===== src/rtl/i2cm_pkg.sv =====
// Shared types and constants of the I2C master bit sequencer.
package i2cm_pkg;

  // Operation codes carried in the input word
  localparam logic [2:0] OP_TICK     = 3'd0;
  localparam logic [2:0] OP_START    = 3'd1;
  localparam logic [2:0] OP_STOP     = 3'd2;
  localparam logic [2:0] OP_WRITE    = 3'd3;
  localparam logic [2:0] OP_READ     = 3'd4;
  localparam logic [2:0] OP_WAIT_ACK = 3'd5;

  localparam logic [15:0] DELAY_RESET = 16'd5;
  localparam logic [7:0]  MSB_MASK    = 8'h80;

  localparam int IN_TDATA_W  = 16;
  localparam int IN_TUSER_W  = 3;
  localparam int OUT_TDATA_W = 16;

  typedef enum logic [4:0] {
    PH_IDLE = 5'd0,
    PH_S0   = 5'd1,
    PH_S1   = 5'd2,
    PH_P0   = 5'd3,
    PH_P1   = 5'd4,
    PH_W0   = 5'd5,
    PH_W1   = 5'd6,
    PH_W2   = 5'd7,
    PH_WB0  = 5'd8,
    PH_WB1  = 5'd9,
    PH_WB2  = 5'd10,
    PH_RB0  = 5'd11,
    PH_RB1  = 5'd12,
    PH_RA0  = 5'd13,
    PH_RA1  = 5'd14,
    PH_RA2  = 5'd15
  } phase_t;

  typedef struct packed {
    logic [2:0] operation;
    logic [7:0] data_byte;
    logic       send_ack;
    logic       sda_sample;
  } item_t;

  typedef struct packed {
    logic       scl_level;
    logic       sda_level;
    logic       sda_drive;
    logic       busy_res;
    logic       done_res;
    logic [7:0] read_data;
    logic       ack_seen;
    logic       rejected;
  } result_t;

endpackage


===== src/rtl/i2cm_in_stage.sv =====
// Input register stage of the I2C master bit sequencer.
module i2cm_in_stage import i2cm_pkg::*; (
  input  logic  clk,
  input  logic  rst_n,
  input  logic  in_valid,
  output logic  in_ready,
  input  item_t in_item,
  input  logic  take,
  output logic  item_valid_r,
  output item_t item_r
);

  logic item_valid_nxt;
  logic in_fire;

  // Accept a word when empty or when the held one moves on this cycle
  assign in_ready = !item_valid_r || take;
  assign in_fire  = in_valid && in_ready;

  always_comb begin
    item_valid_nxt = item_valid_r;
    if (in_fire) begin
      item_valid_nxt = 1'b1;
    end else if (take) begin
      item_valid_nxt = 1'b0;
    end
  end

  always_ff @(posedge clk) begin
    if (!rst_n) begin
      item_valid_r <= 1'b0;
    end else begin
      item_valid_r <= item_valid_nxt;
    end
  end

  // Payload loads on accept only
  always_ff @(posedge clk) begin
    if (in_fire) begin
      item_r <= in_item;
    end
  end

endmodule


===== src/rtl/i2cm_seq_core.sv =====
// Sequencer state, delay counter and per-word result logic.
module i2cm_seq_core import i2cm_pkg::*; (
  input  logic        clk,
  input  logic        rst_n,
  input  logic        step,
  input  item_t       item,
  input  logic        cfg_we,
  input  logic [15:0] cfg_data,
  output result_t     res
);

  phase_t      phase_r, phase_nxt;
  logic [3:0]  bit_index_r, bit_index_nxt;
  logic [7:0]  shift_byte_r, shift_byte_nxt;
  logic [15:0] delay_left_r, delay_left_nxt;
  logic [15:0] delay_ticks_r;
  logic        ack_choice_r, ack_choice_nxt;
  logic        line_scl_r, line_scl_nxt;
  logic        line_sda_r, line_sda_nxt;
  logic        line_drive_r, line_drive_nxt;
  logic        ack_flag_r, ack_flag_nxt;
  logic [7:0]  read_result_r, read_result_nxt;

  logic        busy_now;
  logic        is_cmd;
  logic        cmd_go;
  logic        tick_busy;
  logic        adv;
  logic [15:0] delay_dec;
  logic [15:0] delay_load;
  logic [3:0]  bit_inc;
  logic [7:0]  shift_wr;
  logic [7:0]  shift_rd;

  // Decode the word against the current state
  assign busy_now   = (phase_r != PH_IDLE);
  assign is_cmd     = (item.operation >= OP_START) && (item.operation <= OP_WAIT_ACK);
  assign cmd_go     = is_cmd && !busy_now;
  assign tick_busy  = (item.operation == OP_TICK) && busy_now;
  assign delay_dec  = delay_left_r - {15'd0, (delay_left_r != 16'd0)};
  assign adv        = tick_busy && (delay_dec == 16'd0);
  assign delay_load = (delay_ticks_r == 16'd0) ? 16'd1 : delay_ticks_r;
  assign bit_inc    = bit_index_r + 4'd1;
  assign shift_wr   = {shift_byte_r[6:0], 1'b0};
  assign shift_rd   = {shift_byte_r[6:0], item.sda_sample};

  // Next phase
  always_comb begin
    phase_nxt = phase_r;
    if (cmd_go) begin
      case (item.operation)
        OP_START:    phase_nxt = PH_S0;
        OP_STOP:     phase_nxt = PH_P0;
        OP_WRITE:    phase_nxt = PH_WB0;
        OP_READ:     phase_nxt = PH_RB0;
        OP_WAIT_ACK: phase_nxt = PH_W0;
        default:     phase_nxt = phase_r;
      endcase
    end else if (adv) begin
      case (phase_r)
        PH_S0:   phase_nxt = PH_S1;
        PH_S1:   phase_nxt = PH_IDLE;
        PH_P0:   phase_nxt = PH_P1;
        PH_P1:   phase_nxt = PH_IDLE;
        PH_W0:   phase_nxt = PH_W1;
        PH_W1:   phase_nxt = PH_W2;
        PH_W2:   phase_nxt = PH_IDLE;
        PH_WB0:  phase_nxt = PH_WB1;
        PH_WB1:  phase_nxt = PH_WB2;
        PH_WB2:  phase_nxt = bit_inc[3] ? PH_IDLE : PH_WB0;
        PH_RB0:  phase_nxt = PH_RB1;
        PH_RB1:  phase_nxt = bit_inc[3] ? PH_RA0 : PH_RB0;
        PH_RA0:  phase_nxt = PH_RA1;
        PH_RA1:  phase_nxt = PH_RA2;
        PH_RA2:  phase_nxt = PH_IDLE;
        default: phase_nxt = PH_IDLE;
      endcase
    end
  end

  // Line levels, shift register, counters
  always_comb begin
    bit_index_nxt   = bit_index_r;
    shift_byte_nxt  = shift_byte_r;
    ack_choice_nxt  = ack_choice_r;
    line_scl_nxt    = line_scl_r;
    line_sda_nxt    = line_sda_r;
    line_drive_nxt  = line_drive_r;
    ack_flag_nxt    = ack_flag_r;
    read_result_nxt = read_result_r;
    delay_left_nxt  = delay_left_r;

    if (cmd_go) begin
      bit_index_nxt = 4'd0;
      case (item.operation)
        OP_START: begin
          line_drive_nxt = 1'b1;
          line_sda_nxt   = 1'b1;
          line_scl_nxt   = 1'b1;
        end
        OP_STOP: begin
          line_drive_nxt = 1'b1;
          line_sda_nxt   = 1'b0;
          line_scl_nxt   = 1'b1;
        end
        OP_WRITE: begin
          shift_byte_nxt = item.data_byte;
          line_drive_nxt = 1'b1;
          line_sda_nxt   = ((item.data_byte & MSB_MASK) != 8'd0);
        end
        OP_READ: begin
          shift_byte_nxt = 8'd0;
          ack_choice_nxt = item.send_ack;
          line_drive_nxt = 1'b0;
          line_scl_nxt   = 1'b1;
        end
        OP_WAIT_ACK: begin
          line_drive_nxt = 1'b0;
        end
        default: begin
          line_drive_nxt = line_drive_r;
        end
      endcase
    end else if (adv) begin
      case (phase_r)
        PH_S0:  line_sda_nxt = 1'b0;
        PH_S1:  line_scl_nxt = 1'b0;
        PH_P0:  line_sda_nxt = 1'b1;
        PH_W0:  line_scl_nxt = 1'b1;
        PH_W1: begin
          ack_flag_nxt = !item.sda_sample;
          line_scl_nxt = 1'b0;
        end
        PH_W2:  line_drive_nxt = 1'b1;
        PH_WB0: line_scl_nxt = 1'b1;
        PH_WB1: line_scl_nxt = 1'b0;
        PH_WB2: begin
          shift_byte_nxt = shift_wr;
          bit_index_nxt  = bit_inc;
          if (!bit_inc[3]) begin
            line_drive_nxt = 1'b1;
            line_sda_nxt   = ((shift_wr & MSB_MASK) != 8'd0);
          end
        end
        PH_RB0: begin
          shift_byte_nxt = shift_rd;
          line_scl_nxt   = 1'b0;
        end
        PH_RB1: begin
          bit_index_nxt = bit_inc;
          if (bit_inc[3]) begin
            line_drive_nxt = 1'b1;
            line_sda_nxt   = !ack_choice_r;
          end else begin
            line_scl_nxt = 1'b1;
          end
        end
        PH_RA0: line_scl_nxt    = 1'b1;
        PH_RA1: line_scl_nxt    = 1'b0;
        PH_RA2: read_result_nxt = shift_byte_r;
        default: line_scl_nxt   = line_scl_r;
      endcase
    end

    // Reload the interval on every step, clear it when going idle
    if (cmd_go || adv) begin
      delay_left_nxt = (phase_nxt == PH_IDLE) ? 16'd0 : delay_load;
    end else if (tick_busy) begin
      delay_left_nxt = delay_dec;
    end
  end

  // Result for this word
  always_comb begin
    res.scl_level = line_scl_nxt;
    res.sda_level = line_drive_nxt & line_sda_nxt;
    res.sda_drive = line_drive_nxt;
    res.busy_res  = (phase_nxt != PH_IDLE);
    res.done_res  = adv && (phase_nxt == PH_IDLE);
    res.read_data = read_result_nxt;
    res.ack_seen  = ack_flag_nxt;
    res.rejected  = is_cmd && busy_now;
  end

  // Commit state when a word passes through
  always_ff @(posedge clk) begin
    if (!rst_n) begin
      phase_r       <= PH_IDLE;
      bit_index_r   <= 4'd0;
      shift_byte_r  <= 8'd0;
      delay_left_r  <= 16'd0;
      ack_choice_r  <= 1'b0;
      line_scl_r    <= 1'b1;
      line_sda_r    <= 1'b1;
      line_drive_r  <= 1'b1;
      ack_flag_r    <= 1'b0;
      read_result_r <= 8'd0;
    end else if (step) begin
      phase_r       <= phase_nxt;
      bit_index_r   <= bit_index_nxt;
      shift_byte_r  <= shift_byte_nxt;
      delay_left_r  <= delay_left_nxt;
      ack_choice_r  <= ack_choice_nxt;
      line_scl_r    <= line_scl_nxt;
      line_sda_r    <= line_sda_nxt;
      line_drive_r  <= line_drive_nxt;
      ack_flag_r    <= ack_flag_nxt;
      read_result_r <= read_result_nxt;
    end
  end

  // Delay interval register
  always_ff @(posedge clk) begin
    if (!rst_n) begin
      delay_ticks_r <= DELAY_RESET;
    end else if (cfg_we) begin
      delay_ticks_r <= cfg_data;
    end
  end

endmodule


===== src/rtl/i2cm_out_stage.sv =====
// Result register stage of the I2C master bit sequencer.
module i2cm_out_stage import i2cm_pkg::*; (
  input  logic    clk,
  input  logic    rst_n,
  input  logic    load,
  input  result_t res_in,
  output logic    can_load,
  output logic    out_valid_r,
  input  logic    out_ready,
  output result_t res_r
);

  logic out_valid_nxt;

  // Free when empty or when the held word leaves this cycle
  assign can_load = !out_valid_r || out_ready;

  always_comb begin
    out_valid_nxt = out_valid_r;
    if (load) begin
      out_valid_nxt = 1'b1;
    end else if (out_ready) begin
      out_valid_nxt = 1'b0;
    end
  end

  always_ff @(posedge clk) begin
    if (!rst_n) begin
      out_valid_r <= 1'b0;
    end else begin
      out_valid_r <= out_valid_nxt;
    end
  end

  always_ff @(posedge clk) begin
    if (load) begin
      res_r <= res_in;
    end
  end

endmodule


===== src/rtl/i2c_master_bit_sequencer.sv =====
// I2C master bit sequencer: top level with stream channels and delay register.
//
// Input words carry a command or a tick in in_tuser; commands are taken only
// while idle, ticks advance a running command by one count of the bus delay.
// Each input word yields exactly one result word on the out_ channel with the
// SCL/SDA levels to drive, the SDA drive enable, busy/done flags, the last
// received byte, the last ACK seen and a rejected flag for a busy command.
// cfg_data sets the number of ticks per bus delay interval (0 acts as 1);
// cfg_ready is always high and writes belong to idle periods.
// Path: an accepted word is registered in the input stage, then processed and
// its result registered in the output stage, which drives out_tvalid.
// Throughput: one word per cycle unless out_tready stalls; the state update is
// one pass of phase decode and 16-bit delay decrement between both registers.
// Reset: sequencer idle, SCL and SDA driven high, delay interval 5 ticks,
// both register stages empty.
// Stall: while out_tready is low the result holds, the input register fills
// with one more word and in_tready then drops until the result is taken.
module i2c_master_bit_sequencer import i2cm_pkg::*; (
  input  logic                   clk,
  input  logic                   rst_n,
  // [2:0] operation
  input  logic [IN_TUSER_W-1:0]  in_tuser,
  // [7:0] data_byte, [8] send_ack, [9] sda_sample, [15:10] zero
  input  logic [IN_TDATA_W-1:0]  in_tdata,
  input  logic                   in_tvalid,
  output logic                   in_tready,
  // [0] scl_level, [1] sda_level, [2] sda_drive, [3] busy_res, [4] done_res,
  // [12:5] read_data, [13] ack_seen, [14] rejected, [15] zero
  output logic [OUT_TDATA_W-1:0] out_tdata,
  output logic                   out_tvalid,
  input  logic                   out_tready,
  input  logic [15:0]            cfg_data,
  input  logic                   cfg_valid,
  output logic                   cfg_ready
);

  item_t   in_item;
  item_t   item_r;
  logic    item_valid_r;
  logic    can_load;
  logic    step;
  result_t res;
  result_t res_r;

  // Unpack the input word
  always_comb begin
    in_item.operation  = in_tuser[2:0];
    in_item.data_byte  = in_tdata[7:0];
    in_item.send_ack   = in_tdata[8];
    in_item.sda_sample = in_tdata[9];
  end

  assign cfg_ready = 1'b1;
  assign step      = item_valid_r && can_load;

  i2cm_in_stage u_in (
    .clk          (clk),
    .rst_n        (rst_n),
    .in_valid     (in_tvalid),
    .in_ready     (in_tready),
    .in_item      (in_item),
    .take         (step),
    .item_valid_r (item_valid_r),
    .item_r       (item_r)
  );

  i2cm_seq_core u_core (
    .clk      (clk),
    .rst_n    (rst_n),
    .step     (step),
    .item     (item_r),
    .cfg_we   (cfg_valid && cfg_ready),
    .cfg_data (cfg_data),
    .res      (res)
  );

  i2cm_out_stage u_out (
    .clk         (clk),
    .rst_n       (rst_n),
    .load        (step),
    .res_in      (res),
    .can_load    (can_load),
    .out_valid_r (out_tvalid),
    .out_ready   (out_tready),
    .res_r       (res_r)
  );

  // Pack the result word
  assign out_tdata = {1'b0, res_r.rejected, res_r.ack_seen, res_r.read_data,
                      res_r.done_res, res_r.busy_res, res_r.sda_drive,
                      res_r.sda_level, res_r.scl_level};

  // A finished command leaves the sequencer idle
  a_done_idle: assert property (@(posedge clk) disable iff (!rst_n)
    out_tvalid && out_tdata[4] |-> !out_tdata[3])
    else $error("done reported while still busy");

  // A rejected command cannot finish one on the same word
  a_rej_no_done: assert property (@(posedge clk) disable iff (!rst_n)
    out_tvalid && out_tdata[14] |-> !out_tdata[4] && out_tdata[3])
    else $error("rejected word also completed a command");

  // Released SDA reads as low level
  a_sda_released: assert property (@(posedge clk) disable iff (!rst_n)
    out_tvalid && !out_tdata[2] |-> !out_tdata[1])
    else $error("sda level set while not driven");

  // An empty result stage never blocks the input
  a_no_false_stall: assert property (@(posedge clk) disable iff (!rst_n)
    !out_tvalid |-> in_tready)
    else $error("input stalled with result stage empty");

endmodule


===== config.mk =====
export PLATFORM = sky130hd
export DESIGN_NAME = i2c_master_bit_sequencer
export DESIGN_NICKNAME = d
export VERILOG_FILES = /design/src/rtl/i2cm_pkg.sv /design/src/rtl/i2cm_in_stage.sv /design/src/rtl/i2cm_seq_core.sv /design/src/rtl/i2cm_out_stage.sv /design/src/rtl/i2c_master_bit_sequencer.sv
export SDC_FILE = /design/constraint.sdc
export NUM_CORES = 1
export LEC_CHECK = 0
export ABC_AREA = 1
export BUFFER_PORTS_ARGS = -buffer_cell sky130_fd_sc_hd__buf_2
export CORE_MARGIN = 5
export CORE_UTILIZATION = 25
export DETAILED_ROUTE_END_ITERATION = 8
export SETUP_SLACK_MARGIN = 0.5
export SLEW_MARGIN = 20
export SYNTH_ARGS = -nofsm -noshare
export SYNTH_HDL_FRONTEND = slang
export SYNTH_SLANG_ARGS = --single-unit

===== constraint.sdc =====
create_clock -name clk -period 2.8 [get_ports clk]
set_input_delay 0.56 -clock clk [delete_from_list [all_inputs] [get_ports clk]]
set_output_delay 0.56 -clock clk [all_outputs]
set_load 0.01 [all_outputs]

==> results.md, run 1 <==
- Outcome: completed
- Share of layout cells above drive strength 1: 0.289
- Share of power burned in registers: 0.397
- Core area: 18800 µm²
- Area Growth Syn to Fin: 35.0%
- P_sw: 1.17 mW
- Routability cong.: 0.875
- Startpoint types: flip-flop
- Post-Syn Instances: around 670
- Die span in y: 148 µm
- Main synth FF type: dfxtp_1
- Clock share of power: 0.329
- Max Clock Skew: 8.62 ps
- Largest net degree at the start of global routing: 36
- Rel. slew slack: 0.454
- PnR Total Power: 3.78 mW
- Crit path cell chain: nor2_4, nand2_2, nor2_4, nand4_1, ha_2, ha_4, nand2_4, inv_2, nand2_1, xor2_2, nand2_1, nor2_4, buf_4, nand3_1, nand2_1, nor2_1, nand3_2, buf_12, nand2_1, a21oi_2
- Synth unique cells: 41
- Area contributors post-synth: dfxtp_1 (27%), edfxtp_1 (18%), nand2_1 (12%)
- Layout Utilization: 0.345
- Finished Cell Area: approximately 6500 µm²
- ANT nets after route: 0
- # hold bufs at CTS: 0
- Sequential fraction of the synthesis area: 0.443
- Synthesized area per cell: roughly 7.2 µm²
- Initial Util: 0.255
- CTS Buffer Depth: 2
- CTS Buf Count: 9
- Port-buffer cells: 50
- Peak supply drop: 225 µV
- Leak: 2.89 nW
- Power Dens Cells: 584 nW/µm²
- Final hold slack: approximately 380 ps
- Critical Path End Type: flip-flop
- Crit-path max cell delay: 340 ps
- Vias in the first global route: 4300
- Post-DR wirelength/cell: 12.5 µm
- Post-DR vias/cell: 4.50
- Critical path data required time: 3090 ps
- Clock transition at the registers of the reported paths: 70 ps
- CP max FO: 18
- Ys async rst share: 0
- Fin nets: 817
- Clock period minus final worst setup slack: 2760 ps
- Most common cell in the netlist: nand2_1
- DP HPWL: 9040 µm
- H-tree depth: 3
- Initial antenna violation count: 0
- CP Buf/Inv Count: 3
- Synthesized area: 4790 µm²
- Power Internal: 2.61 mW
- Worst min-delay path category: input port to flip-flop
- Via count of the routed design: between 4000 and 5000
- FP Rows: 50
- CP top delay family: simple AND/OR/NAND/NOR gates
- CP arrival: 3050 ps
- Final wirelength: roughly 13000 µm
- Commonest cells in the netlist: nand2_1 (148), inv_1 (89), nor2_1 (79)
- IO Pins: 59
- CP max stage cell: dfxtp_2
- Clock sinks: 92
- Sw Ratio: 0.309
- Total track usage: 0.115
- First-pass GRT wire length: approximately 21000 µm
- Number of synthesized flops with an enable pin: 28
- Global route total overflow: 0
- CTS tree: done
- Root Driver: clkbuf_16
- Max Freq: about 360 MHz
- Die Footprint: 22000 µm²
- Combinational share of power: 0.274
- Placed cell area: roughly 5800 µm²
- Top cell by count, worst path: nand2_1
- DRC Markers: 0
- DRT iter0 DRCs: 323
- Final Max Tran Viols: 0
- Top cell type's share of synthesized area: 0.267
- Number of diodes: 0
- Clock Latency Late Sink: 350 ps
- Chip width: 148 µm
- Area leader, netlist: dfxtp_1
- Final hold viol count: 0
- Synth Warn #: 0
- Critical setup path kind: flip-flop to flip-flop
- Least-Margin Pin Slew: a little over 800 ps
- Maxcap violations: 0
- RSZ-0062 raised after global routing: true
- Tcrit/Tclk final: 0.987
- Pre-antenna DRT Iters: 4
- # fillers: 1971
- Synthesized Nets: 713
- Flops & latches, synth: 92
- Final setup fails: 0
## what timing repair did
item / CTS / global route
pin swaps: 16 / 7
setup endpoints to repair: 59 / 59
resized for setup: 49 / 38
setup buffers: 9 / 7
## cell type report
type	instances	area, µm²	share of cell area
Timing Repair Buffer	117	850	0.131
Multi-Input combinational cell	460	2540	0.393
Clock buffer	9	225	0.0348
Inverter	90	353	0.0545
Sequential cell	92	2130	0.329
Tap cell	234	293	0.0453
Clock inverter	7	76.3	0.0118
## cells in the final DEF, fill, tap and decap left out, types with 3 or more instances in the layout
cell type    n
buf_12       5
a21oi_1     59
o21ai_2     10
nor2_1      66
nand3_2      3
clkinv_4     3
dfxtp_1     60
nand2_1    128
buf_6        9
o21ai_0     35
clkbuf_16    9
edfxtp_1    28
nand4_1      6
buf_2       50
a21oi_2     13
o211ai_1     5
nor4_1       3
nor3_1      10
ha_1         5
xor2_1       3
o21ai_1     21
dfxtp_2      4
nand3_1     22
nor2_2       8
inv_1       85
nand2_2     18
nand2_4      5
buf_4       53
nor2_4       9
## registers in the layout, summed over array words and instances, names as in the netlist, 4 cells and up
| name | count |
|---|---|
| u_in.item_r | 13 |
| u_core.phase_r | 5 |
| u_core.delay_left_r | 16 |
| u_core.delay_ticks_r | 16 |
| u_out.res_r | 15 |
| u_core.bit_index_r | 4 |
| u_core.shift_byte_r | 8 |
| u_core.read_result_r | 8 |
## worst register-to-register path: stages (launching register included)
cell and delay, ps:
dfxtp_2 340, nor2_4 110, nand2_2 90, nor2_4 130, nand4_1 100, ha_2 220
ha_4 180, nand2_4 110, inv_2 50, nand2_1 100, xor2_2 170, nand2_1 110
nor2_4 140, buf_4 150, nand3_1 90, nand2_1 90, nor2_1 50, nand3_2 70
buf_12 150, nand2_1 100, a21oi_2 140
## kinds of logic after synthesis
logic type	Yosys count	share of synthesized area
compound gates	156	0.175
other cells	2	0.00157
simple gates	289	0.258
flops	92	0.443
buf+inv	114	0.0937
xor+xnor	6	0.0110
fa+ha+maj	7	0.0183
## through the flow
stage / worst slack [ps] / setup TNS (ps) / cells
final: 37.1 / 0 / 1009
after global routing: -160 / -4150 / 1009
after CTS: 55.3 / 0 / 1002
after detailed placement: -136 / -3300 / 977
after global placement: -107 / -2860 / 977
after floorplan: 164 / 0 / 666
## final timing paths
| check | from | to | slack, ps | depth (start not counted) |
|---|---|---|---|---|
| hold / removal | in_tuser[2] | u_in.item_r[12] | 380 | 1 |
| hold reg to reg | u_core.delay_ticks_r[0] | u_core.delay_ticks_r[0] | 460 | 2 |
| setup / recovery | u_core.delay_left_r[9] | u_core.delay_left_r[13] | 40 | 20 |
| setup reg to reg | u_core.delay_left_r[9] | u_core.delay_left_r[13] | 40 | 20 |
## power by group through the flow
stage / Combinational, mW / Clock, mW / Sequential [mW]
floorplan: 0.571 / 0 / 1.53
global placement: 0.882 / 0 / 1.53
detailed placement: 0.889 / 0 / 1.53
CTS: 0.979 / 1.27 / 1.50
global route: 1.14 / 1.32 / 1.51
finish: 1.04 / 1.24 / 1.50
## per-layer routing
layer	up-vias	global-route usage	routed length (µm)
met1	2067	0.158	6070
met5	-	0	0
li1	2380	-	-
met2	80	0.177	5860
met4	0	0.0577	253
met3	15	0.0149	445
No activity file was read; power rests on OpenSTA's default activity.
==> run 2: changes to the inputs <==
PLACE_DENSITY = 0.39   (was default)
==> results.md, run 2 (same netlist as run 1, synthesis figures left out) <==
- Die span in y: 148 µm (unchanged)
- Power Dens Cells: 591 nW/µm² (+1.1%)
- DP HPWL: 10200 µm (+13%)
- Most common cell after layout, fill and taps aside: nand2_1
- Clock Latency Late Sink: 360 ps (about the same)
- Post-DR vias/cell: 4.63 (+2.8%)
- Commonest non-fill, non-tap cells in the layout: nand2_1 (107), inv_1 (82), buf_4 (67), dfxtp_1 (57), nor2_1 (53)
- Pre-antenna DRT Iters: 5 (+1)
- Clock sinks: 92 (unchanged)
- Worst min-delay path category: input port to flip-flop
- Top flop regs: u_core.delay_left_r: 16 flops, u_core.delay_ticks_r: 16 flops, u_out.res_r: 15 flops
- Least-Margin Pin Slew: 673 ps (-146 ps)
- First-pass GRT wire length: 23700 µm (+15%)
- GRT met2 Usage: 0.208 (+0.0314)
- Via count of the routed design: 4802 (+5.7%)
- Tcrit/Tclk final: 1.04 (+0.0520)
- Finished Cell Area: 7090 µm² (+9.6%)
- Clock transition at the registers of the reported paths: 80 ps (about the same)
- Core area: 18800 µm² (unchanged)
- DRC Markers: 0 (unchanged)
- Largest net degree at the start of global routing: 36 (unchanged)
- Layout Utilization: 0.378 (+0.0331)
- Met3 usage: 0.0195 (+0.00457)
- Port-buffer cells: 50 (unchanged)
- Initial antenna violation count: 0 (unchanged)
- Met1 usage in global routing: 0.193 (+0.0352)
- R2R Setup Slk: -110 ps (-150 ps)
- Share of layout cells above drive strength 1: 0.392 (+0.103)
- Number of diodes: 0 (unchanged)
- Post-DR wirelength/cell: 14.5 µm (+16%)
- Dpl ws: -212 ps (-75.5 ps)
- PnR Total Power: 4.19 mW (+11%)
- CTS Buffer Depth: 2 (unchanged)
- Fin nets: 846 (+3.5%)
- # fillers: 1960 (-0.56%)
- CP arrival: 3020 ps (-30 ps)
- Routability cong.: 0.859 (-1.8%)
- Total track usage: 0.135 (+0.0205)
- Die Footprint: 22000 µm² (unchanged)
- Startpoint types: flip-flop
- Outcome: complete, but fails checks
- Sequential cell area: 2130 µm² (+0.18%)
- Initial Util: 0.255 (unchanged)
- Final Max Tran Viols: 0 (unchanged)
- RSZ-0062 raised after global routing: true
- Final wirelength: 15000 µm (+19%)
- Global route total overflow: 0 (unchanged)
- Final hold slack: 379 ps (-0.527 ps)
- Area of the multi-input gates: 2850 µm² (+12%)
- Maxcap violations: 0 (unchanged)
- ANT nets after route: 0 (unchanged)
- CTS tree: done
- Critical path data required time: 2910 ps (-180 ps)
- GR peak layer: met2
- Rel. slew slack: 0.551 (+0.0972)
- Root Driver: clkbuf_16
- CP max FO: 5 (-13)
- FP Rows: 50 (unchanged)
- Clock period minus final worst setup slack: 2910 ps (+146 ps)
- Max Clock Skew: 13.6 ps (+4.97 ps)
- Area Growth Syn to Fin: 47.9%
- Max Freq: 344 MHz (-5.0%)
- DRT iter0 DRCs: 278 (-14%)
- Final setup fails: 43 (+43)
- CTS Buf Count: 9 (unchanged)
- Final std cells w/o fill: 1038 (+2.9%)
- Post-route worst setup slack: -109 ps (-146 ps)
- Final hold viol count: 0 (unchanged)
- Failing checks: setup timing
- Final TNS setup: -2190 ps (-2190 ps)
- Chip width: 148 µm (unchanged)
- IO Pins: 59 (unchanged)
- H-tree depth: 3 (unchanged)
- Vias in the first global route: 4596 (+6.9%)
- Critical Path End Type: flip-flop
- Leak: 3.16 nW (+9.4%)
- Placed cell area: 5820 µm² (+0.69%)
- Peak supply drop: 286 µV (+27%)
- Critical setup path kind: flip-flop to flip-flop
- Placed insts: 984 (+0.72%)
## run 2: worst max-delay path, cell delays in order (launching register included)
cell and delay, ps:
dfxtp_2 340, nor2_4 120, nand2_2 80, nor2_4 140, nand4_1 100, ha_2 230, ha_4 180, xnor2_2 140
nand2_1 70, nor2_1 90, nand2_1 70, nor2_1 80, nand2_1 90, nor2_4 160, buf_6 150, a21oi_4 60
nor2_4 120, nand3_4 120, buf_6 160, buf_16 140
## run 2: repair_timing
action                     4_1_cts  5_1_grt
hold endpoints to repair         0        0
cloned                           3        1
pin swaps                       37       21
setup endpoints to repair       59       60
hold buffers                     0        0
gates resized for setup        128       57
buffers inserted                24       10
## run 2: power breakdown
group	total (mW)	switching, mW	internal [mW]
Combinational	1.36	0.739	0.620
Clock	1.33	0.590	0.738
Sequential	1.50	0.0428	1.46
## run 2: per-layer routing
metal  wire, µm  share of wire  vias to the layer above
met1       7470           0.50                     2232
met2       6910           0.46                       99
li1           -              -                     2453
met4        225          0.015                        0
met5          0              0                        -
met3        428          0.028                       18
## run 2: final cells by class
| cell class | count | share of cell area |
|---|---|---|
| multi-input cells | 461 | 0.401 |
| clock buffers | 10 | 0.0337 |
| inverters | 90 | 0.0494 |
| flip-flops and latches | 92 | 0.301 |
| well taps | 234 | 0.0413 |
| clock inverters | 6 | 0.0111 |
| repair buffers | 145 | 0.163 |
## run 2: final timing paths
check                                start                       end  cells after the start
setup / recovery    u_core.delay_left_r[5]           u_out.res_r[11]                     19
setup reg to reg    u_core.delay_left_r[5]           u_out.res_r[11]                     19
hold reg to reg   u_core.delay_ticks_r[15]  u_core.delay_ticks_r[15]                      2
hold / removal                 in_tdata[2]            u_in.item_r[4]                      1
==> run 3: changes to the inputs <==
CORE_UTILIZATION = 53   (was 25)
PLACE_DENSITY = 0.74   (was 0.39)
RECOVER_POWER = 50   (was default)
==> results.md, run 3 (same netlist as run 1, synthesis figures left out) <==
- Global route total overflow: 0 (unchanged)
- Sw Ratio: 0.333 (+0.00525)
- CP max stage cell: dfxtp_2
- Tcrit/Tclk final: 1.03 (-0.00545)
- Chip width: 105 µm (-29%)
- Max Freq: 346 MHz (+0.53%)
- DRC Markers: 0 (unchanged)
- Top cell by count, worst path: nor2_4
- Peak supply drop: 346 µV (+21%)
- Clock Latency Late Sink: 380 ps (+20 ps)
- FP Rows: 34 (-32%)
- Final Max Tran Viols: 0 (unchanged)
- Number of diodes: 0 (unchanged)
- Leak: 2.91 nW (-8.1%)
- Share of power burned in registers: 0.411 (+0.053)
- Routability cong.: 0.902 (+5.1%)
- Core area: 8760 µm² (-53%)
- Failing checks: setup timing
- Root Driver: clkbuf_8
- CTS Buffer Depth: 2 (unchanged)
- Clock period minus final worst setup slack: 2890 ps (-15.3 ps)
- Total track usage: 0.232 (+0.0968)
- Max Clock Skew: 18.7 ps (+5.11 ps)
- Most common cell after layout, fill and taps aside: nand2_1
- CTS tree: done
- R2R Setup Slk: -90 ps (+20 ps)
- Vias in the first global route: 4494 (-2.2%)
- Hold endpoint: u_in.item_r[1]
- Clock sinks: 92 (unchanged)
- Post-DR vias/cell: 5.36 (+16%)
- Largest net degree at the start of global routing: 37 (+2.8%)
- RSZ-0062 raised after global routing: true
- DP HPWL: 8750 µm (-14%)
- First-pass GRT wire length: 21200 µm (-11%)
- Maxcap violations: 0 (unchanged)
- Combinational share of power: 0.321 (-0.004)
- Hold wc startpoint: in_tdata[8]
- Least-Margin Pin Slew: 728 ps (+55.5 ps)
- CTS Buf Count: 9 (unchanged)
- CP max FO: 5 (unchanged)
- CP arrival: 3200 ps (+180 ps)
- Worst r2r dst: u_core.bit_index_r[1]
- Crit-path max cell delay: 350 ps (about the same)
- H-tree depth: 3 (unchanged)
- RR Startpoint: u_core.delay_left_r[4]
- Startpoint types: flip-flop
- Post-DR wirelength/cell: 14.7 µm (+1.7%)
- Initial antenna violation count: 0 (unchanged)
- Area Growth Syn to Fin: 34.6%
- Fin nets: 822 (-2.8%)
- Crit path cell chain: nor2_4, nand2_4, nor2_4, nand4_1, ha_2, ha_4, xnor2_4, nand2_2, nor2_2, nand2_1, nor2_1, nand2_1, nor2_4, buf_6, nand2_8, nand2_8, nand2_8, buf_6, nor2_4, nand3_1, a21oi_2
- Port-buffer cells: 50 (unchanged)
- Final hold viol count: 0 (unchanged)
- Clock share of power: 0.268 (-0.049)
- ANT nets after route: 0 (unchanged)
- PnR Total Power: 3.65 mW (-13%)
- Power Dens Cells: 566 nW/µm² (-4.2%)
- Critical path data required time: 3110 ps (+200 ps)
- Power Internal: 2.44 mW (-14%)
- Commonest non-fill, non-tap cells in the layout: nand2_1 (117), inv_1 (84), nor2_1 (62), a21oi_1 (58), dfxtp_1 (57)
- P_sw: 1.21 mW (-11%)
- Rel. slew slack: 0.508 (-0.0427)
- Share of layout cells above drive strength 1: 0.323 (-0.0687)
- Initial Util: 0.547 (+0.292)
- Post-route worst setup slack: -93.3 ps (+15.3 ps)
- Pre-antenna DRT Iters: 5 (unchanged)
- Reg2reg path depth: 21 (+2)
- Die Footprint: 11000 µm² (-50%)
- IO Pins: 59 (unchanged)
- Final hold slack: 345 ps (-33.4 ps)
- Outcome: complete, but fails checks
- Worst min-delay path category: input port to flip-flop
- Final wirelength: 13100 µm (-13%)
- Final setup fails: 33 (-23%)
- DRT iter0 DRCs: 262 (-5.8%)
- Finished Cell Area: 6450 µm² (-9.0%)
- Dpl ws: -163 ps (+49.1 ps)
- Via count of the routed design: 4757 (-0.94%)
- Critical setup path kind: flip-flop to flip-flop
- Die span in y: 105 µm (-29%)
- Critical Path End Type: flip-flop
- # hold bufs at CTS: 0 (unchanged)
- Clock transition at the registers of the reported paths: 110 ps (+30 ps)
- Placed cell area: 5650 µm² (-2.9%)
- Hold Crit Depth: 1 (unchanged)
- Top flop regs: u_core.delay_left_r: 16 flops, u_core.delay_ticks_r: 16 flops, u_out.res_r: 15 flops
==> run 3: worst max path at each step <==
stage | from | cells after the start | slack, ps | end
after global routing | u_core.delay_left_r[8] | 22 | -330 | u_core.bit_index_r[3]
after global placement | u_core.delay_left_r[5] | 19 | -80 | u_core.delay_left_r[14]
final | u_core.delay_left_r[4] | 21 | -90 | u_core.bit_index_r[1]
after detailed placement | u_core.delay_left_r[7] | 19 | -160 | u_core.delay_left_r[2]
after CTS | u_core.delay_left_r[9] | 21 | -20 | u_core.delay_left_r[7]
after floorplan | u_core.delay_left_r[7] | 17 | 160 | u_out.res_r[2]
==> run 3: per-layer routing <==
layer,track usage,up-vias,wire [µm]
met5,0,-,0
met4,0.0731,0,272
met3,0.0481,26,764
met2,0.362,137,6090
met1,0.323,2194,5960
li1,-,2400,-
==> run 3: stage by stage <==
stage          instances   util  setup TNS [ps]
2_1_floorplan        666      -               0
3_3_place_gp         855  0.644           -1680
3_5_place_dp         855  0.644           -3860
4_1_cts              884  0.712           -58.6
5_1_grt              888  0.736          -13080
6_report             888  0.736           -1710
==> run 3: timing repair <==
action / in CTS / in global routing
setup endpoints to repair: 59 / 59
gates cloned: 2 / 2
pin swaps: 18 / 20
buffers inserted: 11 / 2
resized for setup: 88 / 45
==> run 3: power groups by stage <==
stage                     Combinational (mW)  Clock (mW)  Sequential (mW)
after global placement                 0.893           0             1.52
after detailed placement               0.908           0             1.52
final                                   1.17       0.978             1.50
after floorplan                        0.571           0             1.53
after global routing                    1.28        1.05             1.51
after CTS                               1.06       0.988             1.50
==> run 3: cell type report <==
cell class	count	area [µm²]
Fill cell	686	2310
Timing Repair Buffer	121	928
Inverter	90	350
Clock buffer	10	138
Sequential cell	92	2130
Tap cell	108	135
Clock inverter	6	75.1
Multi-Input combinational cell	461	2690
==> run 3: worst max-delay path, delay by kind of cell, from the launching register on <==
| kind | cells | cell delay, ps |
|---|---|---|
| fa+ha+maj | 2 | 420 |
| simple gates | 15 | 1470 |
| flops | 1 | 350 |
| buf+inv | 2 | 270 |
| xor+xnor | 1 | 160 |
| compound gates | 1 | 140 |
